## src/rtl/dhc_pkg.sv

```systemverilog
// Shared types and constants of the debug halt controller.
`default_nettype none
package dhc_pkg;

   typedef enum logic [2:0] {
      FUNC_CHECK     = 3'd0,
      FUNC_STEP      = 3'd1,
      FUNC_STEP_OVER = 3'd2,
      FUNC_STEP_OUT  = 3'd3,
      FUNC_CONTINUE  = 3'd4,
      FUNC_BP_ADD    = 3'd5,
      FUNC_BP_REMOVE = 3'd6,
      FUNC_RESET     = 3'd7
   } func_type;

   typedef enum logic [1:0] {
      STATUS_OK         = 2'd0,
      STATUS_OUT_RANGE  = 2'd1,
      STATUS_NOT_FOUND  = 2'd2,
      STATUS_TABLE_FULL = 2'd3
   } status_type;

   localparam int unsigned PROG_LEN_BITS = 17;
   localparam logic [PROG_LEN_BITS-1:0] PROG_LEN_RESET = 17'h10000;

   // Update request from the control logic to the breakpoint table.
   typedef struct packed {
      logic add;
      logic remove;
      logic clear;
   } bp_req_type;

   // Lookup result of the breakpoint table for the current key.
   typedef struct packed {
      logic match;
      logic full;
   } bp_stat_type;

endpackage
`default_nettype wire

```

## src/rtl/dhc_bp_table.sv

```systemverilog
// Breakpoint table: parallel address match, lowest free entry insert, remove and clear.
`default_nettype none
module dhc_bp_table #(
   parameter int unsigned BP_ENTRIES = 16,
   parameter int unsigned ADDR_BITS  = 16
) (
   input  wire logic                 clock,
   input  wire logic                 reset,
   input  wire logic [ADDR_BITS-1:0] key,
   input  wire dhc_pkg::bp_req_type  req,
   output dhc_pkg::bp_stat_type      stat
);
   import dhc_pkg::*;

   logic [BP_ENTRIES-1:0] valid_ff;
   logic [BP_ENTRIES-1:0] valid_in;
   logic [ADDR_BITS-1:0]  addr_ff [BP_ENTRIES];
   logic [BP_ENTRIES-1:0] match_vec;
   logic [BP_ENTRIES-1:0] free_vec;
   logic [BP_ENTRIES-1:0] free_first;

   always_comb begin
      for (int i = 0; i < BP_ENTRIES; i++) begin
         match_vec[i] = valid_ff[i] && (addr_ff[i] == key);
      end
   end

   assign free_vec   = ~valid_ff;
   assign free_first = free_vec & (~free_vec + BP_ENTRIES'(1'b1));

   assign stat.match = |match_vec;
   assign stat.full  = &valid_ff;

   always_comb begin
      valid_in = valid_ff;
      if (req.clear) begin
         valid_in = '0;
      end else if (req.add) begin
         valid_in = valid_ff | free_first;
      end else if (req.remove) begin
         valid_in = valid_ff & ~match_vec;
      end
   end

   always_ff @(posedge clock) begin
      if (reset) begin
         valid_ff <= '0;
      end else begin
         valid_ff <= valid_in;
      end
   end

   always_ff @(posedge clock) begin
      for (int i = 0; i < BP_ENTRIES; i++) begin
         if (req.add && !req.clear && free_first[i]) begin
            addr_ff[i] <= key;
         end
      end
   end

`ifndef NO_ASSERTIONS
   a_one_match: assert property (@(posedge clock) disable iff (reset)
      $onehot0(match_vec))
      else $error("breakpoint address held in more than one entry");
   a_add_sets_match: assert property (@(posedge clock) disable iff (reset)
      req.add && !req.clear |=> $countones(valid_ff) == $countones($past(valid_ff)) + 1)
      else $error("insert did not fill exactly one entry");
   a_remove_frees: assert property (@(posedge clock) disable iff (reset)
      req.remove && !req.add && !req.clear && stat.match
      |=> $countones(valid_ff) + 1 == $countones($past(valid_ff)))
      else $error("remove did not free exactly one entry");
`endif

endmodule
`default_nettype wire

```

## src/rtl/debug_halt_controller_top.sv

```systemverilog
// Top level of the debug halt controller: input register, halt and command logic, result register.
`default_nettype none
// One item per clock: an item taken on start is registered, evaluated against the
// breakpoint table and the stepping state in the following cycle, and its single result
// appears on the rsp_ ports with rsp_valid from the result register. busy is always low, so
// start may be held high every cycle; the result strobe lasts one cycle and cannot be stalled.
// Breakpoint matching is a parallel compare over all entries. The user must write program_length
// through csr_write_enable and csr_write_data while idle; the block does not enforce this.
module debug_halt_controller_top #(
   parameter int unsigned BP_ENTRIES = 16,
   parameter int unsigned ADDR_BITS  = 16,
   parameter int unsigned DEPTH_BITS = 8
) (
   input  wire logic                         clock,
   input  wire logic                         reset,
   input  wire logic                         start,
   output      logic                         busy,
   input  wire logic [2:0]                   req_func,
   input  wire logic [ADDR_BITS-1:0]         req_address,
   input  wire logic [DEPTH_BITS-1:0]        req_call_depth,
   output      logic                         rsp_valid,
   output      logic                         rsp_halt,
   output      logic                         rsp_breakpoint_hit,
   output      logic                         rsp_resume,
   output      logic [1:0]                   rsp_status,
   input  wire logic                         csr_write_enable,
   input  wire logic [dhc_pkg::PROG_LEN_BITS-1:0] csr_write_data
);
   import dhc_pkg::*;

   localparam int unsigned CMP_BITS = (ADDR_BITS > PROG_LEN_BITS) ? ADDR_BITS : PROG_LEN_BITS;

   logic                     req_valid_ff;
   func_type                 func_ff;
   logic [ADDR_BITS-1:0]     addr_ff;
   logic [DEPTH_BITS-1:0]    depth_ff;

   logic [PROG_LEN_BITS-1:0] prog_len_ff;
   logic                     over_armed_ff, over_armed_in;
   logic [DEPTH_BITS-1:0]    over_level_ff, over_level_in;
   logic                     out_armed_ff, out_armed_in;
   logic [DEPTH_BITS-1:0]    out_level_ff, out_level_in;
   logic                     run_free_ff, run_free_in;

   logic                     rsp_valid_ff;
   logic                     halt_ff, halt_in;
   logic                     hit_ff, hit_in;
   logic                     resume_ff, resume_in;
   status_type               status_ff, status_in;

   bp_req_type               bp_req;
   bp_stat_type              bp_stat;
   logic                     out_of_range;

   assign busy = 1'b0;

   always_ff @(posedge clock) begin
      if (reset) begin
         req_valid_ff <= 1'b0;
      end else begin
         req_valid_ff <= start;
      end
   end

   always_ff @(posedge clock) begin
      if (start) begin
         func_ff  <= func_type'(req_func);
         addr_ff  <= req_address;
         depth_ff <= req_call_depth;
      end
   end

   always_ff @(posedge clock) begin
      if (reset) begin
         prog_len_ff <= PROG_LEN_RESET;
      end else if (csr_write_enable) begin
         prog_len_ff <= csr_write_data;
      end
   end

   dhc_bp_table #(
      .BP_ENTRIES (BP_ENTRIES),
      .ADDR_BITS  (ADDR_BITS)
   ) u_bp_table (
      .clock (clock),
      .reset (reset),
      .key   (addr_ff),
      .req   (bp_req),
      .stat  (bp_stat)
   );

   assign out_of_range = CMP_BITS'(addr_ff) >= CMP_BITS'(prog_len_ff);

   always_comb begin
      bp_req.add    = req_valid_ff && (func_ff == FUNC_BP_ADD) && !out_of_range
                      && !bp_stat.match && !bp_stat.full;
      bp_req.remove = req_valid_ff && (func_ff == FUNC_BP_REMOVE);
      bp_req.clear  = req_valid_ff && (func_ff == FUNC_RESET);
   end

   always_comb begin
      over_armed_in = over_armed_ff;
      over_level_in = over_level_ff;
      out_armed_in  = out_armed_ff;
      out_level_in  = out_level_ff;
      run_free_in   = run_free_ff;
      halt_in       = 1'b0;
      hit_in        = 1'b0;
      resume_in     = func_ff inside {FUNC_STEP, FUNC_STEP_OVER, FUNC_STEP_OUT, FUNC_CONTINUE};
      status_in     = STATUS_OK;
      case (func_ff)
         FUNC_CHECK: begin
            if (bp_stat.match) begin
               halt_in = 1'b1;
               hit_in  = 1'b1;
            end else if (over_armed_ff && (depth_ff <= over_level_ff)) begin
               over_armed_in = 1'b0;
               halt_in       = 1'b1;
            end else if (out_armed_ff && (depth_ff < out_level_ff)) begin
               out_armed_in = 1'b0;
               halt_in      = 1'b1;
            end else if (!run_free_ff) begin
               halt_in = 1'b1;
            end
         end
         FUNC_STEP: begin
            over_armed_in = 1'b0;
            out_armed_in  = 1'b0;
            run_free_in   = 1'b0;
         end
         FUNC_STEP_OVER: begin
            over_armed_in = 1'b1;
            over_level_in = depth_ff;
            run_free_in   = 1'b1;
         end
         FUNC_STEP_OUT: begin
            out_armed_in = 1'b1;
            out_level_in = depth_ff;
            run_free_in  = 1'b1;
         end
         FUNC_CONTINUE: begin
            over_armed_in = 1'b0;
            out_armed_in  = 1'b0;
            run_free_in   = 1'b1;
         end
         FUNC_BP_ADD: begin
            if (out_of_range) begin
               status_in = STATUS_OUT_RANGE;
            end else if (!bp_stat.match && bp_stat.full) begin
               status_in = STATUS_TABLE_FULL;
            end
         end
         FUNC_BP_REMOVE: begin
            if (!bp_stat.match) begin
               status_in = STATUS_NOT_FOUND;
            end
         end
         FUNC_RESET: begin
            over_armed_in = 1'b0;
            out_armed_in  = 1'b0;
            run_free_in   = 1'b0;
         end
         default: begin
            halt_in = 1'b0;
         end
      endcase
   end

   always_ff @(posedge clock) begin
      if (reset) begin
         over_armed_ff <= 1'b0;
         over_level_ff <= '0;
         out_armed_ff  <= 1'b0;
         out_level_ff  <= '0;
         run_free_ff   <= 1'b0;
         rsp_valid_ff  <= 1'b0;
      end else begin
         if (req_valid_ff) begin
            over_armed_ff <= over_armed_in;
            over_level_ff <= over_level_in;
            out_armed_ff  <= out_armed_in;
            out_level_ff  <= out_level_in;
            run_free_ff   <= run_free_in;
         end
         rsp_valid_ff <= req_valid_ff;
      end
   end

   always_ff @(posedge clock) begin
      halt_ff   <= halt_in;
      hit_ff    <= hit_in;
      resume_ff <= resume_in;
      status_ff <= status_in;
   end

   assign rsp_valid          = rsp_valid_ff;
   assign rsp_halt           = halt_ff;
   assign rsp_breakpoint_hit = hit_ff;
   assign rsp_resume         = resume_ff;
   assign rsp_status         = status_ff;

`ifndef NO_ASSERTIONS
   a_hit_halts: assert property (@(posedge clock) disable iff (reset)
      rsp_valid && rsp_breakpoint_hit |-> rsp_halt)
      else $error("breakpoint hit without halt");
   a_halt_no_resume: assert property (@(posedge clock) disable iff (reset)
      rsp_valid |-> !(rsp_halt && rsp_resume))
      else $error("halt and resume together");
   a_error_quiet: assert property (@(posedge clock) disable iff (reset)
      rsp_valid && (rsp_status != STATUS_OK) |-> !rsp_halt && !rsp_resume)
      else $error("error status on a check or resume command");
   a_item_answers: assert property (@(posedge clock) disable iff (reset)
      req_valid_ff |=> rsp_valid)
      else $error("item gave no result");
   a_over_arms: assert property (@(posedge clock) disable iff (reset)
      req_valid_ff && (func_ff == FUNC_STEP_OVER) |=> over_armed_ff && run_free_ff)
      else $error("step over did not arm");
`endif

endmodule
`default_nettype wire
```

## config.mk

```make
export PLATFORM = sky130hd
export DESIGN_NAME = debug_halt_controller_top
export DESIGN_NICKNAME = d
export VERILOG_FILES = /design/src/rtl/dhc_pkg.sv /design/src/rtl/dhc_bp_table.sv /design/src/rtl/debug_halt_controller_top.sv
export SDC_FILE = /design/constraint.sdc
export NUM_CORES = 1
export LEC_CHECK = 0
export ABC_CLOCK_PERIOD_IN_PS = 5450
export BUFFER_PORTS_ARGS = -buffer_cell sky130_fd_sc_hd__buf_4
export CORE_MARGIN = 5
export CORE_UTILIZATION = 35
export CTS_CLUSTER_SIZE = 30
export DETAILED_ROUTE_END_ITERATION = 12
export HOLD_SLACK_MARGIN = 0.03
export PLACE_DENSITY = 0.51
export SYNTH_ARGS = -nofsm -noshare
export SYNTH_HDL_FRONTEND = slang
export SYNTH_SLANG_ARGS = --single-unit
export TNS_END_PERCENT = 1
```

## constraint.sdc

```tcl
create_clock -name clock -period 5.45 [get_ports clock]
set_input_delay 1.09 -clock clock [delete_from_list [all_inputs] [get_ports clock]]
set_output_delay 1.09 -clock clock [all_outputs]
set_load 0.02 [all_outputs]
```

* Yosys cells after proc, flatten, opt, wreduce, memory -nomap -nowiden
Memory sizes are Yosys's and may differ from the RTL's.
Cells that the tools add are included.
** Word-level totals
- Input port bits :: 48
- Memories :: 1
- Bits in latches :: 0
- Memory bits (writable) :: 256
- Output and inout port bits :: 7
- Word-level logic and storage cells :: 228
- Register bits after elaboration :: 86
- ROM bits :: 0
** Memory list
- u_bp_table.addr_ff :: depth 16, bits a word 16, read ports 16, clocked after Yosys merged registers in 0, write ports 1, line dhc_bp_table.sv:17 : logic [ADDR_BITS-1:0] addr_ff [BP_ENTRIES];
** Operators by class
- Equality and inequality tests :: 27
- $mul :: 0
- Divide/modulo/power cells :: 0
- Mux-type cells :: 96
- $add $sub $neg :: 1
- Reductions and logical operators :: 78
- $lt $le $gt $ge :: 3
- Bitwise operators :: 6
- Shift operators :: 0
** Operator list (count)
- $mux W16 :: 17
- $eq A16 B16 Y1 :: 16
- $reduce_or A16 Y1 :: 16
- $mux W4 :: 15
- $mux W1 :: 57
- $not A16 Y16 :: 3
- $logic_and A1 B1 Y1 :: 42
- $and A16 B16 Y16 :: 2
- $ge A16 B17 Y1 :: 1
- $add A16 B1 Y16 const B :: 1
- $or A16 B16 Y16 :: 1
- $reduce_and A16 Y1 :: 1
- $eq A3 B3 Y1 const B :: 4
- $le A8 B8 Y1 :: 1
- $lt A8 B8 Y1 :: 1
- $ne A2 B2 Y1 const B :: 4
- $eq A3 B2 Y1 const B :: 2
- $mux W2 :: 3
- $pmux W1 S3 :: 2
- $reduce_and A2 Y1 :: 3
- $reduce_bool A3 Y1 :: 2
- $reduce_or A3 Y1 :: 2
- $reduce_and A5 Y1 :: 1
- $logic_not A1 Y1 :: 4
- 8 further kinds :: 10

* Logic depth before layout (Yosys ltp)
An unclocked memory read counts as a cell.
- Depth in word-level cells :: 27
- Depth in mapped cells :: 13
- Mapped depth without buffers :: 10

* Hierarchy
A second synthesis with hierarchy kept.
** Unflattened totals
- Cell total of the unflattened synthesis :: 1056
- Area total of the unflattened synthesis :: 14864.3 sq um
** By module, submodules not included
- dhc_bp_table :: seq. area each 8007.7 sq um, area an instance 11621.1 sq um, instances 1, cells an instance 731
- debug_halt_controller_top :: seq. area each 1671.6 sq um, area an instance 3243.1 sq um, instances 1, cells an instance 325

* Worst setup path before layout
No wires, ideal clock.
- Path kind :: register to register
- From :: register addr_ff[0]
- To :: memory u_bp_table.addr_ff[4][0] (netlist: u_bp_table.addr_ff[0][64]), enable pin
- Slack :: 1.230 ns
- Period minus slack after synthesis :: 4.220 ns
- Data arrival time :: 3.784 ns
- Cell stages (with the launch flop) :: 13
- Library setup time :: 0.436 ns
- Path buffers :: 2
- Cell sequence :: edfxtp_1 > buf_6 > buf_12 > inv_1 > ha_1 > inv_1 > a21oi_1 > a211oi_1 > o211a_1 > o21ai_1 > nor3_1 > nand2_2 > nor4b_1
** Between the ends
- Cells in the longest elaborated chain, start to end :: 26
** Ends and longest elaborated chain
- from (decl) :: line debug_halt_controller_top.sv:35 : logic [ADDR_BITS-1:0] addr_ff;
- from (signal assigned) :: line debug_halt_controller_top.sv:68 : addr_ff <= req_address;
- branches (longest 4 deep; another with $ge A16 B17 Y1)
- $logic_and A1 B1 Y1 * (2 in a row) :: line debug_halt_controller_top.sv:96 : && !bp_stat.match && !bp_stat.full;
- $logic_and A1 B1 Y1 * :: line dhc_bp_table.sv:55 : if (req.add && !req.clear && free_first[i]) begin
- $logic_and A1 B1 Y1 :: line dhc_bp_table.sv:55
- $mux W1 :: line dhc_bp_table.sv:55
- $mux W1 (not written as such) :: line dhc_bp_table.sv:56 : addr_ff[i] <= key;
- $reduce_or A16 Y1 (no line)
- $mux W4 (no line) / $mux W1 (equally long branches) (15 in a row)
- to (decl) :: line dhc_bp_table.sv:17
Mark *: on every way between the ends.

* Final worst setup path
- From :: register addr_ff[1]
- To :: memory u_bp_table.addr_ff[8][10] (netlist: u_bp_table.addr_ff[1][10]), enable pin
Same word-level chain as after synthesis.

==> metrics.txt <==
status finished clean; complex-gate fraction of the synthesized area 3.46%; H-tree depth 2; CTS buffer count 38; Total Wirelength 31.3 mm; Post-Synthesis Net Count 1148; Crit Path Max Fanout 18; FP Rows 76; crit start category flip-flop; WHS 0.453 ns; mapped cell area 15200 um2; final antenna-violating net count 0; Mapped Cells 1069; largest family of logic cells by synthesized area XOR/XNOR gates; Root Driver clkbuf_16; Final min period 4.07 ns; clock sink total 342; IO Count 55; RSZ-0062 raised after global routing false; Avg Inst Size Synth 14.2 um2; Post-CTS Setup Inserts 0; Initial Util 35.3%; Async SR Flop Fraction 0%; commonest non-fill, non-tap cell in the layout edfxtp_1; max_cap viols 0; Die ar. 47600 um2; max-slew violation count 0; drt first-iter violations 488; commonest non-fill, non-tap cells in the layout edfxtp_1, xnor2_1, buf_4; arrival time worst endpoint 4.22 ns; adder-cell share of the synthesized area 2.56%; Final #Nets 1223; simple-gate area share of the yosys netlist 8.90%; initial antenna violation count 0; final core occ 40.5%; Yosys Warn Count 0; total power 6020 uW; Final Setup Violations 0; pin count of the biggest net entering global routing 42; Area growth, synth to finish 14.9%; Worst-Skew Late Latency 0.53 ns; Clock Path Buffers 3; first-pass GRT wire length 49.0 mm; register area 9680 um2; register bit count reported by yosys 342; antenna diode count 0; RePlAce Congestion 0.806; post-DR vias/cell 4.65; Placed Instances 1689; GRT Total Usage 13.2%; DRC errors left 0; Post-Layout Cell Count 1759; # fillers 4090; hold buffers post-CTS 0; number of synthesized flops with an enable pin 283; CTS tree done; 1st-pass router iterations 5; worst vdd ir 0.216 mV; WP data required 5.59 ns; crit end category flip-flop; Top FF cell, synth edfxtp_1; core area 43000 um2; mux contribution to synthesized area 1.59%; Worst Skew 0.0128 ns; share of cells above drive strength 1 14.9%; setup total negative slack 0 ns; Max Freq 0.245 GHz; Final HPWL DP 18.8 mm; Post-Synth XOR/XNOR Area 14.9%; endpoints failing hold 0; Final Cycle Share 74.7%; die height 218 um; total grt overflow 0; leakage power 0.00545 uW; post-synthesis sequential area ratio 63.9%; port bufs 53; Post-CTS Resized 0; vias in the first global route 8247; Hold Path Class flip-flop to flip-flop; die span in x 218 um; clk slew on worst S/H paths 0.06 ns; P per Cell Area 346 nW/um2; Distinct cells, synth 56; Tightest Pin Transition 0.961 ns; wire per inst 17.8 um; via count 8180; Setup Crit Path Kind flip-flop to flip-flop; area of the multi-input gates 4850 um2; relative slew slack 35.4%
==> routing by layer <==
| layer | wire [um] | up-vias | GRT usage [%] |
|---|---|---|---|
| li1 | - | 4014 | - |
| met1 | 15200 | 3999 | 18.8 |
| met2 | 14600 | 128 | 21.2 |
| met3 | 1050 | 39 | 2.15 |
| met4 | 526 | 0 | 3.20 |
| met5 | 0 | - | 0 |
==> synthesized netlist by cell type (all sizes together) (6+ instances only) <==
| cell type | n | area (um2) |
|---|---|---|
| a21o | 7 | 52.6 |
| a21oi | 25 | 125 |
| a22oi | 9 | 67.6 |
| buf | 39 | 512 |
| clkbuf | 15 | 56.3 |
| dfxtp | 59 | 1180 |
| edfxtp | 283 | 8500 |
| ha | 31 | 388 |
| inv | 38 | 143 |
| mux2i | 24 | 240 |
| nand2 | 54 | 208 |
| nand2b | 6 | 37.5 |
| nand3 | 18 | 95.1 |
| nand4 | 77 | 494 |
| nor2 | 36 | 135 |
| nor2b | 8 | 50.1 |
| nor4 | 28 | 188 |
| o21ai | 10 | 50.0 |
| xnor2 | 258 | 2260 |
==> flip-flops by register name, indices dropped and copies added (netlist names), 3 cells and up <==
signal               count
addr_ff                 16
depth_ff                 8
func_ff                  3
out_level_ff             8
over_level_ff            8
prog_len_ff             17
u_bp_table.addr_ff     256
u_bp_table.valid_ff     16
==> stage by stage <==
stage	area, um2	worst slack [ns]
finish	17400	1.38
global route	17400	1.04
CTS	17400	1.25
detailed placement	16100	1.28
global placement	16100	1.41
floorplan	15200	1.23
==> area by class of cell <==
cell class                      instances  share of cell area, %
Clock inverter                         14                   1.01
Sequential cell                       342                   55.6
Timing Repair Buffer                   89                   3.98
Clock buffer                           56                   6.56
Multi-Input combinational cell        635                   27.8
Tap cell                              585                   4.20
Inverter                               38                  0.819
==> kinds of logic (layout without fill, tap and decap cells) <==
| group | count (synthesis) | after routing |
|---|---|---|
| mux | 24 | 24 |
| buf+inv | 92 | 197 |
| flops | 342 | 342 |
| other cells | 1 | 1 |
| simple gates | 245 | 245 |
| compound gates | 76 | 76 |
| fa+ha+maj | 31 | 31 |
| xor+xnor | 258 | 258 |
==> report_power, final <==
part           switching (uW)  leakage, uW  internal (uW)
Clock                    1010     0.000639           1640
Combinational             268      0.00177            186
Sequential               33.8      0.00305           2880
Total                    1310      0.00545           4710
==> final timing paths <==
check	startpoint	endpoint	slack, ns	depth (start not counted)
setup / recovery	addr_ff[1]	u_bp_table.addr_ff[1][10]	1.38	9
hold / removal	out_level_ff[1]	out_level_ff[1]	0.45	2
setup reg to reg	addr_ff[1]	u_bp_table.addr_ff[1][10]	1.38	9
hold reg to reg	out_level_ff[1]	out_level_ff[1]	0.45	2
==> worst max-delay path: stages (launching register included) <==
cell and delay [ns]:
edfxtp_1 0.82, buf_4 0.44, xnor2_1 0.12, nand4_1 0.10, nor4_1 0.08, a22oi_1 0.24, nand4_2 0.19, nor2_1 0.44
nand2_2 0.33, nor4_4 0.91
No activity file was read; power rests on OpenSTA's default activity.
